===== src/hw/rtl/nsr_pkg.sv =====
`timescale 1ns / 1ps

package nsr_pkg;

    localparam int FRACTION_BITS = 16;
    localparam int IN_W          = 32;
    localparam int ROOT_W        = 24;
    // Widened radicand: the magnitude bits of a non-negative input, shifted left.
    localparam int VAL_W         = IN_W - 1 + FRACTION_BITS;
    localparam int CNT_W         = $clog2(VAL_W + 1);

    typedef struct packed {
        logic start;
    } nsr_div_ctrl_t;

    typedef struct packed {
        logic busy;
        logic done;
    } nsr_div_stat_t;

endpackage


===== src/hw/rtl/nsr_divider.sv =====
`timescale 1ns / 1ps

module nsr_divider (
    input  logic                          aclk,
    input  logic                          aresetn,
    input  nsr_pkg::nsr_div_ctrl_t        ctrl,
    input  logic [nsr_pkg::VAL_W-1:0]     dividend,
    input  logic [nsr_pkg::VAL_W-1:0]     divisor,
    output nsr_pkg::nsr_div_stat_t        stat,
    output logic [nsr_pkg::VAL_W-1:0]     quotient
);
    import nsr_pkg::*;

    logic [VAL_W-1:0] rem_reg, rem_next;
    logic [VAL_W-1:0] dq_reg, dq_next;
    logic [VAL_W-1:0] dsr_reg, dsr_next;
    logic [CNT_W-1:0] cnt_reg, cnt_next;
    logic             busy_reg, busy_next;
    logic             done_reg, done_next;

    logic [VAL_W:0]   trial;
    logic             fits;

    // One quotient bit per cycle: the dividend shifts out of the top of dq_reg
    // into the partial remainder while quotient bits shift in at the bottom.
    assign trial = {rem_reg, dq_reg[VAL_W-1]};
    assign fits  = trial >= {1'b0, dsr_reg};

    always_comb begin
        rem_next  = rem_reg;
        dq_next   = dq_reg;
        dsr_next  = dsr_reg;
        cnt_next  = cnt_reg;
        busy_next = busy_reg;
        done_next = 1'b0;
        if (ctrl.start) begin
            rem_next  = '0;
            dq_next   = dividend;
            dsr_next  = divisor;
            cnt_next  = CNT_W'(VAL_W);
            busy_next = 1'b1;
        end else if (busy_reg) begin
            if (fits) begin
                rem_next = VAL_W'(trial - {1'b0, dsr_reg});
            end else begin
                rem_next = trial[VAL_W-1:0];
            end
            dq_next  = {dq_reg[VAL_W-2:0], fits};
            cnt_next = cnt_reg - CNT_W'(1);
            if (cnt_reg == CNT_W'(1)) begin
                busy_next = 1'b0;
                done_next = 1'b1;
            end
        end
    end

    always_ff @(posedge aclk) begin
        if (!aresetn) begin
            busy_reg <= 1'b0;
            done_reg <= 1'b0;
            cnt_reg  <= '0;
        end else begin
            busy_reg <= busy_next;
            done_reg <= done_next;
            cnt_reg  <= cnt_next;
        end
        rem_reg <= rem_next;
        dq_reg  <= dq_next;
        dsr_reg <= dsr_next;
    end

    assign stat     = {busy_reg, done_reg};
    assign quotient = dq_reg;

endmodule


===== src/hw/rtl/newton_square_root.sv =====
`timescale 1ns / 1ps

// Channel  Direction  Payload
// s_       in         s_tdata[31:0] = radicand (signed Q16.16)
// m_       out        m_tdata[23:0] = root (unsigned Q8.16), m_tuser = negative_error
//
// One radicand is worked on at a time. Each Newton step runs one shared
// restoring divider over all VAL_W (47) quotient bits and then updates the guess;
// the largest inputs need the most steps. Negative inputs and a zero input
// skip the divider and go straight to the result.
// Reset (aresetn low, synchronous) empties the result register and idles the loop.
// A result waiting on m_tready does not block the next input transfer.

module newton_square_root (
    input  logic                          aclk,
    input  logic                          aresetn,
    input  logic                          s_tvalid,
    output logic                          s_tready,
    input  logic [nsr_pkg::IN_W-1:0]      s_tdata,   // [31:0] radicand
    output logic                          m_tvalid,
    input  logic                          m_tready,
    output logic [nsr_pkg::ROOT_W-1:0]    m_tdata,   // [23:0] root
    output logic                          m_tuser    // [0] negative_error
);
    import nsr_pkg::*;

    localparam logic [1:0] S_IDLE = 2'd0;
    localparam logic [1:0] S_DIV  = 2'd1;
    localparam logic [1:0] S_UPD  = 2'd2;
    localparam logic [1:0] S_DONE = 2'd3;

    logic [1:0]        state_reg, state_next;
    logic [VAL_W-1:0]  v_reg, v_next;
    logic [VAL_W-1:0]  g_reg, g_next;
    logic [ROOT_W-1:0] root_reg, root_next;
    logic              neg_reg, neg_next;
    logic              mvalid_reg, mvalid_next;
    logic [ROOT_W-1:0] mroot_reg, mroot_next;
    logic              mneg_reg, mneg_next;

    nsr_div_ctrl_t     div_ctrl;
    nsr_div_stat_t     div_stat;
    logic [VAL_W-1:0]  quot;

    logic [VAL_W-1:0]  v_in;
    logic [VAL_W:0]    sum;
    logic [VAL_W-1:0]  g_new;
    logic              out_free;

    assign v_in     = VAL_W'(s_tdata[IN_W-2:0]) << FRACTION_BITS;
    assign sum      = {1'b0, g_reg} + {1'b0, quot};
    assign g_new    = sum[VAL_W:1];
    assign out_free = !mvalid_reg || m_tready;
    assign s_tready = (state_reg == S_IDLE);

    nsr_divider u_div (
        .aclk     (aclk),
        .aresetn  (aresetn),
        .ctrl     (div_ctrl),
        .dividend (v_reg),
        .divisor  (g_reg),
        .stat     (div_stat),
        .quotient (quot)
    );

    always_comb begin
        state_next     = state_reg;
        v_next         = v_reg;
        g_next         = g_reg;
        root_next      = root_reg;
        neg_next       = neg_reg;
        mvalid_next    = mvalid_reg;
        mroot_next     = mroot_reg;
        mneg_next      = mneg_reg;
        div_ctrl.start = 1'b0;

        if (mvalid_reg && m_tready) begin
            mvalid_next = 1'b0;
        end

        case (state_reg)
            S_IDLE: begin
                if (s_tvalid) begin
                    v_next   = v_in;
                    g_next   = v_in >> 1;
                    neg_next = s_tdata[IN_W-1];
                    if (s_tdata[IN_W-1]) begin
                        root_next  = '0;
                        state_next = S_DONE;
                    end else if (v_in < VAL_W'(2)) begin
                        root_next  = v_in[ROOT_W-1:0];
                        state_next = S_DONE;
                    end else begin
                        state_next = S_UPD;
                    end
                end
            end
            // Launches the division of the value by the current guess, for the
            // first step and for every later one.
            S_UPD: begin
                div_ctrl.start = 1'b1;
                state_next     = S_DIV;
            end
            S_DIV: begin
                if (div_stat.done) begin
                    // The guess stops shrinking exactly at the floor root.
                    if (g_new >= g_reg) begin
                        root_next  = g_reg[ROOT_W-1:0];
                        state_next = S_DONE;
                    end else begin
                        g_next     = g_new;
                        state_next = S_UPD;
                    end
                end
            end
            S_DONE: begin
                if (out_free) begin
                    mvalid_next = 1'b1;
                    mroot_next  = root_reg;
                    mneg_next   = neg_reg;
                    state_next  = S_IDLE;
                end
            end
            default: begin
                state_next = S_IDLE;
            end
        endcase
    end

    always_ff @(posedge aclk) begin
        if (!aresetn) begin
            state_reg  <= S_IDLE;
            mvalid_reg <= 1'b0;
        end else begin
            state_reg  <= state_next;
            mvalid_reg <= mvalid_next;
        end
        v_reg     <= v_next;
        g_reg     <= g_next;
        root_reg  <= root_next;
        neg_reg   <= neg_next;
        mroot_reg <= mroot_next;
        mneg_reg  <= mneg_next;
    end

    assign m_tvalid = mvalid_reg;
    assign m_tdata  = mroot_reg;
    assign m_tuser  = mneg_reg;

endmodule


===== config.mk =====
export PLATFORM = sky130hd
export DESIGN_NAME = newton_square_root
export DESIGN_NICKNAME = d
export VERILOG_FILES = /design/src/hw/rtl/nsr_pkg.sv /design/src/hw/rtl/nsr_divider.sv /design/src/hw/rtl/newton_square_root.sv
export SDC_FILE = /design/constraint.sdc
export NUM_CORES = 1
export LEC_CHECK = 0
export BUFFER_PORTS_ARGS = -buffer_cell sky130_fd_sc_hd__buf_2
export CELL_PAD_IN_SITES_DETAIL_PLACEMENT = 1
export CELL_PAD_IN_SITES_GLOBAL_PLACEMENT = 1
export CORE_MARGIN = 8
export CORE_UTILIZATION = 54
export DETAILED_ROUTE_END_ITERATION = 10
export GPL_ROUTABILITY_DRIVEN = 0
export PLACE_DENSITY_LB_ADDON = 0.15
export SLEW_MARGIN = 20
export SYNTH_ARGS = -nofsm -noshare
export SYNTH_HDL_FRONTEND = slang
export SYNTH_HIERARCHICAL = 1
export SYNTH_SLANG_ARGS = --single-unit

===== constraint.sdc =====
create_clock -name aclk -period 14.6 [get_ports aclk]
set_input_delay 0.73 -clock aclk [delete_from_list [all_inputs] [get_ports aclk]]
set_output_delay 0.73 -clock aclk [all_outputs]
set_load 0.05 [all_outputs]

==> results of run 1 <==
==> final cells by class <==
cell class	instances	area [um^2]	share of cell area, %
clock buffers	37	798	4.13
clock inverters	21	258	1.33
inverters	130	489	2.53
multi-input cells	1256	9010	46.6
flip-flops and latches	280	7830	40.5
well taps	442	553	2.86
repair buffers	72	385	1.99
==> worst max path at each step <==
stage,startpoint,to,slack (ns),depth (start not counted)
after floorplan,g_reg[9],root_reg[0],9.21,18
after global placement,g_reg[1],g_reg[14],8.78,19
after detailed placement,g_reg[1],g_reg[15],8.59,19
after CTS,g_reg[1],g_reg[3],8.54,20
after global routing,g_reg[1],g_reg[4],8.18,20
final,g_reg[2],g_reg[3],8.50,19
==> power breakdown <==
part / total, uW / internal (uW) / switching (uW) / leakage [uW]
Clock: 819 / 481 / 338 / 0.000515
Combinational: 1460 / 572 / 892 / 0.00470
Sequential: 1080 / 993 / 91.8 / 0.00257
Total: 3370 / 2050 / 1320 / 0.00779
==> layer usage <==
layer / global-route usage (%) / vias to the layer above / routed length [um]
met4: 9.36 / 2 / 1860
met5: 0 / - / 13
met3: 3.82 / 116 / 2670
met1: 34.3 / 6852 / 22300
met2: 44.2 / 385 / 24500
li1: - / 6389 / -
==> stage by stage <==
stage / cells / total power (uW) / hold slack (ns) / cell area (um^2)
2_1_floorplan: 1744 / 2200 / 0.400 / 17800
3_3_place_gp: 2180 / 2450 / 0.404 / 18300
3_5_place_dp: 2180 / 2520 / 0.408 / 18300
4_1_cts: 2238 / 3370 / 0.303 / 19300
5_1_grt: 2238 / 3570 / 0.322 / 19300
6_report: 2238 / 3370 / 0.328 / 19300
==> layout by cell type (no fill, tap or decap), types with 16 or more instances in the layout <==
| cell | instances |
|---|---|
| a211oi_1 | 39 |
| a21o_1 | 50 |
| a21oi_1 | 140 |
| and2_1 | 23 |
| buf_2 | 62 |
| clkbuf_16 | 31 |
| conb_1 | 16 |
| dfxtp_1 | 57 |
| edfxtp_1 | 222 |
| ha_1 | 142 |
| inv_1 | 129 |
| mux2_2 | 63 |
| mux2i_1 | 31 |
| nand2_1 | 142 |
| nand2b_1 | 16 |
| nand3_1 | 28 |
| nand4_1 | 34 |
| nor2_1 | 122 |
| nor2b_1 | 19 |
| o21a_1 | 16 |
| o21ai_0 | 71 |
| o21bai_1 | 19 |
| xnor2_1 | 56 |
| xor2_1 | 29 |
==> worst max-delay path: cells and delay by family (launching register included) <==
kind	cells	cell delay, ns
AO/OA/AOI/OAI	13	3.49
adder cells (fa/ha/maj)	2	0.70
buffers and inverters	1	0.53
flip-flops	1	0.42
AND/OR/NAND/NOR	2	0.34
XOR/XNOR	1	0.26
==> impl_metrics.yaml, run 1 <==
run_status:
  status: "completed"
worst_setup_path:
  path_class: "reg -> reg"
  crit_chain: "ha_1 > nand4_1 > a21oi_1 > o2111ai_2 > a2111oi_4 > o21ai_0 > nand2_1 > a21oi_1 > xnor2_1 > ha_1 > a21o_1 > a21o_1 > a21oi_1 > o21ai_0 > a311oi_1 > o221ai_1 > a21oi_1 > a31o_2 > buf_4"
  end_kind: "register"
  cp.arrival_ns: 6.32
  crit_top_cell: "a21oi_1"
  crit_path_max_incr_delay_ns: 0.54
  r2r-end: "g_reg[3]"
  r2r_cells: 19
  reg2reg_from: "g_reg[2]"
  start_kind: "register"
  cpMaxStageDelayCell: "a31o_2"
  crit_required_ns: 14.82
  cp_max_fo: 31
  rrSetupSlack_ns: 8.50
timing:
  setup_ws_ns: 8.50
  tightestPinTransition_ns: 0.994
  setup-tns-final_ns: 0
  fmax_mhz: 164
  timing_hold_violations_final: 0
  slew_headroom_pct: 33.8
  min_period_over_period_pct: 41.8
  period_minus_slack_ns: 6.10
  fin_skew_ns: 0.0374
  final-setup-viol-count: 0
  rsz0062_at_grt: "no"
  drv_slew: 0
synth:
  syn_inst: 1729
  syn-cell-area_mm2: 0.0177
  avgSynthCellArea_um2: 10.2
  ys_warn_count: 6
detailed_routing:
  route.detailed.drc: 0
  first_pass_iters: 5
  vias_per_cell: 6.14
  routed_wl_um: 51400
  drtIter0Drc: 1009
  vias: 13744
  wire_per_inst_um: 23.0
  drtAntennaViolNets: 0
floorplan:
  initial_core_util_pct: 54.7
  coreArea_mm2: 0.0324
  fp.dieW_um: 197
  num_rows: 66
  ioPinCount: 63
  die_area_mm2: 0.0388
  die_h_um: 197
flow_run:
  drv_cap: 0
cts:
  cts_tree: "yes"
  clk_pin_slew_ns: 0.06
  cts_root_buffer: "clkbuf_16"
  cts_num_sinks: 280
  cts_resized: 0
  cts_setup_buffers: 0
  ctsHoldBuffers: 0
  cts_buffer_depth: 3
  cts_max_level: 1
  clk_latency_ns: 0.61
  cts_buffers: 31
global_routing:
  grt_pass1_wl_um: 80700
  grt_overflow: 0
  grt_start_max_net_pins: 97
  grt_antenna_before_repair: 1
  grt_pass1_vias: 14369
  track_usage_pct: 26.3
finish:
  final_util_pct: 59.7
  num_antenna_cells: 0
  fill_cells: 3537
  drive_gt1_share_pct: 12.9
  nets: 1951
  area_growth_syn_to_layout_pct: 9.18
power_and_ir_drop:
  cellPowerDensity_mw_per_mm2: 174
  p_leak_uw: 0.00779
  ir_drop_mv: 0.147
placement:
  dpl.hpwl_um: 37700
  post-place-ws_ns: 8.59
  io_buffer_count: 62
hold_path:
  hold_path_startpoint: "s_tdata[27]"
  worst_hold_path.endpoint: "v_reg[43]"
  min_delay_path_depth: 1
  hold_path.class: "in -> reg"
Power figures use the tool's default switching activity.
==> run 2, diff against run 1 <==
--- a/config.mk
+++ b/config.mk
@@ -9,7 +9,7 @@
 export CELL_PAD_IN_SITES_DETAIL_PLACEMENT = 1
 export CELL_PAD_IN_SITES_GLOBAL_PLACEMENT = 1
 export CORE_MARGIN = 8
-export CORE_UTILIZATION = 54
+export CORE_UTILIZATION = 50
 export DETAILED_ROUTE_END_ITERATION = 10
 export GPL_ROUTABILITY_DRIVEN = 0
 export PLACE_DENSITY_LB_ADDON = 0.15
==> constraint.sdc (replaced) <==
create_clock -name aclk -period 6 [get_ports aclk]
set_input_delay 0.3 -clock aclk [delete_from_list [all_inputs] [get_ports aclk]]
set_output_delay 0.3 -clock aclk [all_outputs]
set_load 0.05 [all_outputs]
==> run 2 against run 1 <==
Net effect: register-to-register slack worse by 8.3 ns; via count down 0.40%; hold slack worse by 0.25 ns; wire length down 0.64%; global-route usage down 2.1 points; sequential power up 140%; clock skew down 0.011 ns; critical endpoint is now root_reg[19]; largest cell class unchanged.
==> impl_metrics.yaml, run 2 (synthesized netlist as in run 1, its figures left out) <==
placement:
  place_area_mm2: 0.0183
  dpl.hpwl_um: 37500
  io_buffer_count: 62
  post-place-ws_ns: 0.0801
timing:
  setup-tns-final_ns: 0
  final-setup-viol-count: 0
  fmax_mhz: 173
  setup_ws_ns: 0.221
  fin_skew_ns: 0.0263
  min_period_over_period_pct: 96.3
  period_minus_slack_ns: 5.78
  tightestPinTransition_ns: 0.996
  timing_hold_violations_final: 0
  drv_slew: 0
  slew_headroom_pct: 33.6
  rsz0062_at_grt: "no"
floorplan:
  die_area_mm2: 0.0417
  die_h_um: 204
  initial_core_util_pct: 50.3
  fp.dieW_um: 204
  num_rows: 69
  coreArea_mm2: 0.0352
  ioPinCount: 63
global_routing:
  grt_start_max_net_pins: 145
  grt_overflow: 0
  grt_pass1_vias: 14436
  grt_antenna_before_repair: 1
  track_usage_pct: 24.1
  grt_pass1_wl_um: 80400
detailed_routing:
  drtIter0Drc: 991
  routed_wl_um: 51000
  vias_per_cell: 5.98
  wire_per_inst_um: 22.3
  drtAntennaViolNets: 0
  route.detailed.drc: 0
  vias: 13689
  first_pass_iters: 4
cts:
  cts_num_sinks: 280
  cts_tree: "yes"
  clk_latency_ns: 0.59
  cts_setup_buffers: 0
  cts_buffer_depth: 3
  cts_buffers: 31
  clk_pin_slew_ns: 0.06
  cts_max_level: 1
  cts_root_buffer: "clkbuf_16"
finish:
  fin_area_mm2: 0.0196
  num_antenna_cells: 0
  final_common_cell: "edfxtp_1"
  fill_cells: 3886
  final_cell_mix: "edfxtp_1, nand2_1, ha_1"
  nets: 1983
  area_growth_syn_to_layout_pct: 10.8
  drive_gt1_share_pct: 12.8
power_and_ir_drop:
  internal_power_uw: 4880
  combPwrFrac_pct: 44.2
  seq_power_share_pct: 32.7
  pwr-share-clk_pct: 23.1
  p_sw_uw: 3170
  ir_drop_mv: 0.261
  p_leak_uw: 0.00789
  cellPowerDensity_mw_per_mm2: 410
  p_sw_share_pct: 39.4
worst_setup_path:
  start_kind: "register"
  end_kind: "register"
  cp.arrival_ns: 6.03
  path_class: "reg -> reg"
  crit_required_ns: 6.25
  rrSetupSlack_ns: 0.22
  cp_max_fo: 24
run_status:
  status: "completed"
flow_run:
  drv_cap: 0
hold_path:
  hold_path.class: "in -> reg"
-- run 2: timing repair --
action	CTS	global route
hold buffers	30	0
resized for setup	1	0
endpoints found under the hold margin	30	0
endpoints found under the setup margin	24	0
-- run 2: per-layer routing --
layer	global-route usage [%]	part of all wire, %
met1	31.7	45
met2	40.1	47
met3	3.52	4.6
met4	8.54	3.3
met5	0	0.076
-- run 2: per-stage QoR --
step	total power [uW]	std cells	hold slack, ns	util (%)
detailed placement	6140	2201	0.406	52.0
CTS	8070	2289	0.0480	55.7
finish	8050	2289	0.0741	55.7
global route	8540	2289	0.0672	55.7
floorplan	5350	1744	0.399	-
global placement	6010	2201	0.407	52.0
-- run 2: area by class of cell --
| cell class | count | area, um^2 | share of cell area (%) |
|---|---|---|---|
| Timing Repair Buffer | 104 | 726 | 3.70 |
| Sequential cell | 280 | 7830 | 39.9 |
| Inverter | 130 | 490 | 2.50 |
| Clock buffer | 37 | 818 | 4.17 |
| Tap cell | 461 | 577 | 2.94 |
| Clock inverter | 21 | 158 | 0.804 |
| Multi-Input combinational cell | 1256 | 9020 | 46.0 |
-- run 2: path summary, 6_finish.rpt --
path                      from                to  depth (start not counted)
hold reg to reg   root_reg[12]       m_tdata[12]                          0
hold / removal         aresetn  u_div/cnt_reg[5]                          2
setup / recovery      g_reg[9]      root_reg[19]                         18
setup reg to reg      g_reg[9]      root_reg[19]                         18
-- run 2: power groups by stage --
stage	clock (uW)	sequential (uW)	combinational [uW]
6_report	1860	2630	3560
5_1_grt	1960	2660	3910
4_1_cts	1900	2630	3540
3_5_place_dp	0	2670	3480
3_3_place_gp	0	2650	3360
2_1_floorplan	0	2590	2760
-- run 2: worst max-delay path: stages (launching register included) --
cell	delay, ns
edfxtp_1	0.42
ha_1	0.41
a21oi_1	0.23
o21ai_0	0.16
a221o_1	0.40
a211oi_2	0.45
o31ai_1	0.21
a21boi_0	0.29
xnor2_1	0.17
ha_1	0.33
nand4_1	0.10
nor3_1	0.28
nand4_1	0.30
nor4_2	0.63
a221oi_1	0.16
o21ai_0	0.22
a21oi_1	0.10
o22ai_2	0.18
buf_4	0.37
==> run 3, diff against run 2 <==
--- a/config.mk
+++ b/config.mk
@@ -5,11 +5,12 @@
 export SDC_FILE = /design/constraint.sdc
 export NUM_CORES = 1
 export LEC_CHECK = 0
+export ABC_AREA = 1
 export BUFFER_PORTS_ARGS = -buffer_cell sky130_fd_sc_hd__buf_2
 export CELL_PAD_IN_SITES_DETAIL_PLACEMENT = 1
 export CELL_PAD_IN_SITES_GLOBAL_PLACEMENT = 1
 export CORE_MARGIN = 8
-export CORE_UTILIZATION = 50
+export CORE_UTILIZATION = 47
 export DETAILED_ROUTE_END_ITERATION = 10
 export GPL_ROUTABILITY_DRIVEN = 0
 export PLACE_DENSITY_LB_ADDON = 0.15
==> run 3 against run 2 <==
Net effect: critical path type unchanged; power grew 73%; fmax grew 18%; sequential cell count is the same; synthesized cell count grew 58%; synthesized area grew 11%; highest routed layer unchanged.
==> impl_metrics.yaml, run 3 <==
run_status:
  status: "completed"
worst_setup_path:
  cpMaxStageDelayCell: "buf_4"
  cp.arrival_ns: 5.09
  cp_max_fo: 43
  crit_chain: "nand2_1 > fa_1 > inv_1 > nand2_1 > inv_2 > nand2_2 > nand2_4 > nand2_2 > nand2_2 > nand2_1 > nand2_1 > nand2_1 > nand2_1 > nand2_1 > and2_1 > ha_1 > nand2_1 > o21ai_0 > a21oi_1 > nand2_1 > nand2_1 > nand3_1 > a21oi_4 > buf_4"
  start_kind: "register"
  crit_path_max_incr_delay_ns: 0.59
  crit_required_ns: 6.18
  crit_top_cell: "nand2_1"
  path_class: "reg -> reg"
  end_kind: "register"
detailed_routing:
  first_pass_iters: 5
  route.detailed.drc: 0
  vias: 18435
  drtAntennaViolNets: 0
  vias_per_cell: 5.41
  drtIter0Drc: 1072
  wire_per_inst_um: 20.1
  routed_wl_um: 68400
power_and_ir_drop:
  combPwrFrac_pct: 59.8
  ir_drop_mv: 0.435
  pwr-share-clk_pct: 14.7
  p_sw_share_pct: 51.4
  seq_power_share_pct: 25.5
  p_sw_uw: 7160
  internal_power_uw: 6780
  p_leak_uw: 0.0105
  p_total_uw: 13900
  cellPowerDensity_mw_per_mm2: 634
global_routing:
  track_usage_pct: 28.7
  grt_pass1_vias: 19800
  grt_pass1_wl_um: 108000
  grt_start_max_net_pins: 67
  grt_antenna_before_repair: 3
  grt_overflow: 0
timing:
  drv_slew: 0
  timing_hold_violations_final: 0
  final-setup-viol-count: 0
  min_period_over_period_pct: 81.7
  period_minus_slack_ns: 4.90
  fin_skew_ns: 0.0145
  setup-tns-final_ns: 0
  rsz0062_at_grt: "no"
  slew_headroom_pct: 23.0
  setup_ws_ns: 1.10
  fmax_mhz: 204
  tightestPinTransition_ns: 1.15
synth:
  syn_inst: 2732
  avgSynthCellArea_um2: 7.18
  syn-cell-area_mm2: 0.0196
  ys_warn_count: 6
cts:
  cts_max_level: 2
  cts_buffer_depth: 3
  cts_num_sinks: 280
  clk_latency_ns: 0.56
  cts_tree: "yes"
  cts_root_buffer: "clkbuf_16"
  cts_buffers: 34
  clk_pin_slew_ns: 0.07
floorplan:
  fp.dieW_um: 220
  coreArea_mm2: 0.0416
  die_area_mm2: 0.0485
  die_h_um: 220
  num_rows: 75
  ioPinCount: 63
  initial_core_util_pct: 47.2
finish:
  fill_cells: 5407
  ff_latch_area_mm2: 0.00783
  multi_input_area_mm2: 0.0101
  final_cell_mix: "nand2_1, inv_1, nor2_1"
  final_common_cell: "nand2_1"
  final_util_pct: 52.9
  area_growth_syn_to_layout_pct: 12.1
  nets: 3023
  num_antenna_cells: 0
  layout.cells.non_filler: 3408
  drive_gt1_share_pct: 7.39
placement:
  dpl.hpwl_um: 54200
  post-place-ws_ns: 1.21
  io_buffer_count: 62
  post-place-cells: 3315
hold_path:
  hold_path.class: "in -> reg"
flow_run:
  drv_cap: 0
==> run 3: changes by cell type in the layout (fill, tap and decap cells not counted), moves of 31 or more <==
cell      before  now
a211oi_1      39    0
a21o_1        50    3
nand2_1      142  960
nor2_1       122  332
mux2i_1       31    0
inv_1        129  395
nand3_1       28  118
mux2_2        63    0
==> run 3: per-layer routing <==
metal  share of wire (%)  global-route usage, %  routed length [um]  vias to the layer above
li1                    -                      -                   -                     8860
met3                 4.7                   3.90                3220                      182
met4                 4.5                   12.5                3100                        4
met2                  50                   51.4               34000                      483
met1                  41                   33.9               28100                     8906
met5               0.039                      0                  27                        -
==> run 3: worst max-delay path: cells and delay by family, from the launching register on <==
| kind | cells | cell delay, ns |
|---|---|---|
| flops | 1 | 0.55 |
| simple gates | 16 | 1.81 |
| buf+inv | 3 | 0.83 |
| fa+ha+maj | 2 | 0.69 |
| compound gates | 3 | 0.60 |
==> run 3: path summary, 6_finish.rpt <==
path,from,endpoint,slack (ns),cells after the start
max reg2reg,g_reg[0],g_reg[25],1.10,24
max,g_reg[0],g_reg[25],1.10,24
min,aresetn,u_div/cnt_reg[2],0.09,3
min reg2reg,root_reg[20],m_tdata[20],0.41,0
==> run 3: area by class of cell <==
type / instances / share of cell area (%)
repair buffers: 103 / 3.16
clock inverters: 18 / 0.802
well taps: 539 / 3.07
multi-input cells: 2009 / 46.1
inverters: 415 / 7.09
clock buffers: 44 / 4.18
flip-flops and latches: 280 / 35.6
==> run 3: repair_timing <==
action	in CTS	in global routing
gates resized for setup	0	0
setup buffers	0	0
hold endpoints to repair	31	0
hold buffers	31	0
==> run 3: power groups by stage <==
stage                     clock network [uW]  registers, uW  logic [uW]
after floorplan                            0           3440        5420
after global placement                     0           3530        7770
after detailed placement                   0           3570        8120
after CTS                               2090           3550        8240
after global routing                    2150           3610        9140
final                                   2050           3560        8340
==> run 3: metrics by stage <==
| stage | area [um^2] | hold slack [ns] |
|---|---|---|
| finish | 22000 | 0.0865 |
| global placement | 20600 | 0.404 |
| CTS | 22000 | 0.0498 |
| detailed placement | 20600 | 0.405 |
| global route | 22000 | 0.0756 |
| floorplan | 19700 | 0.399 |
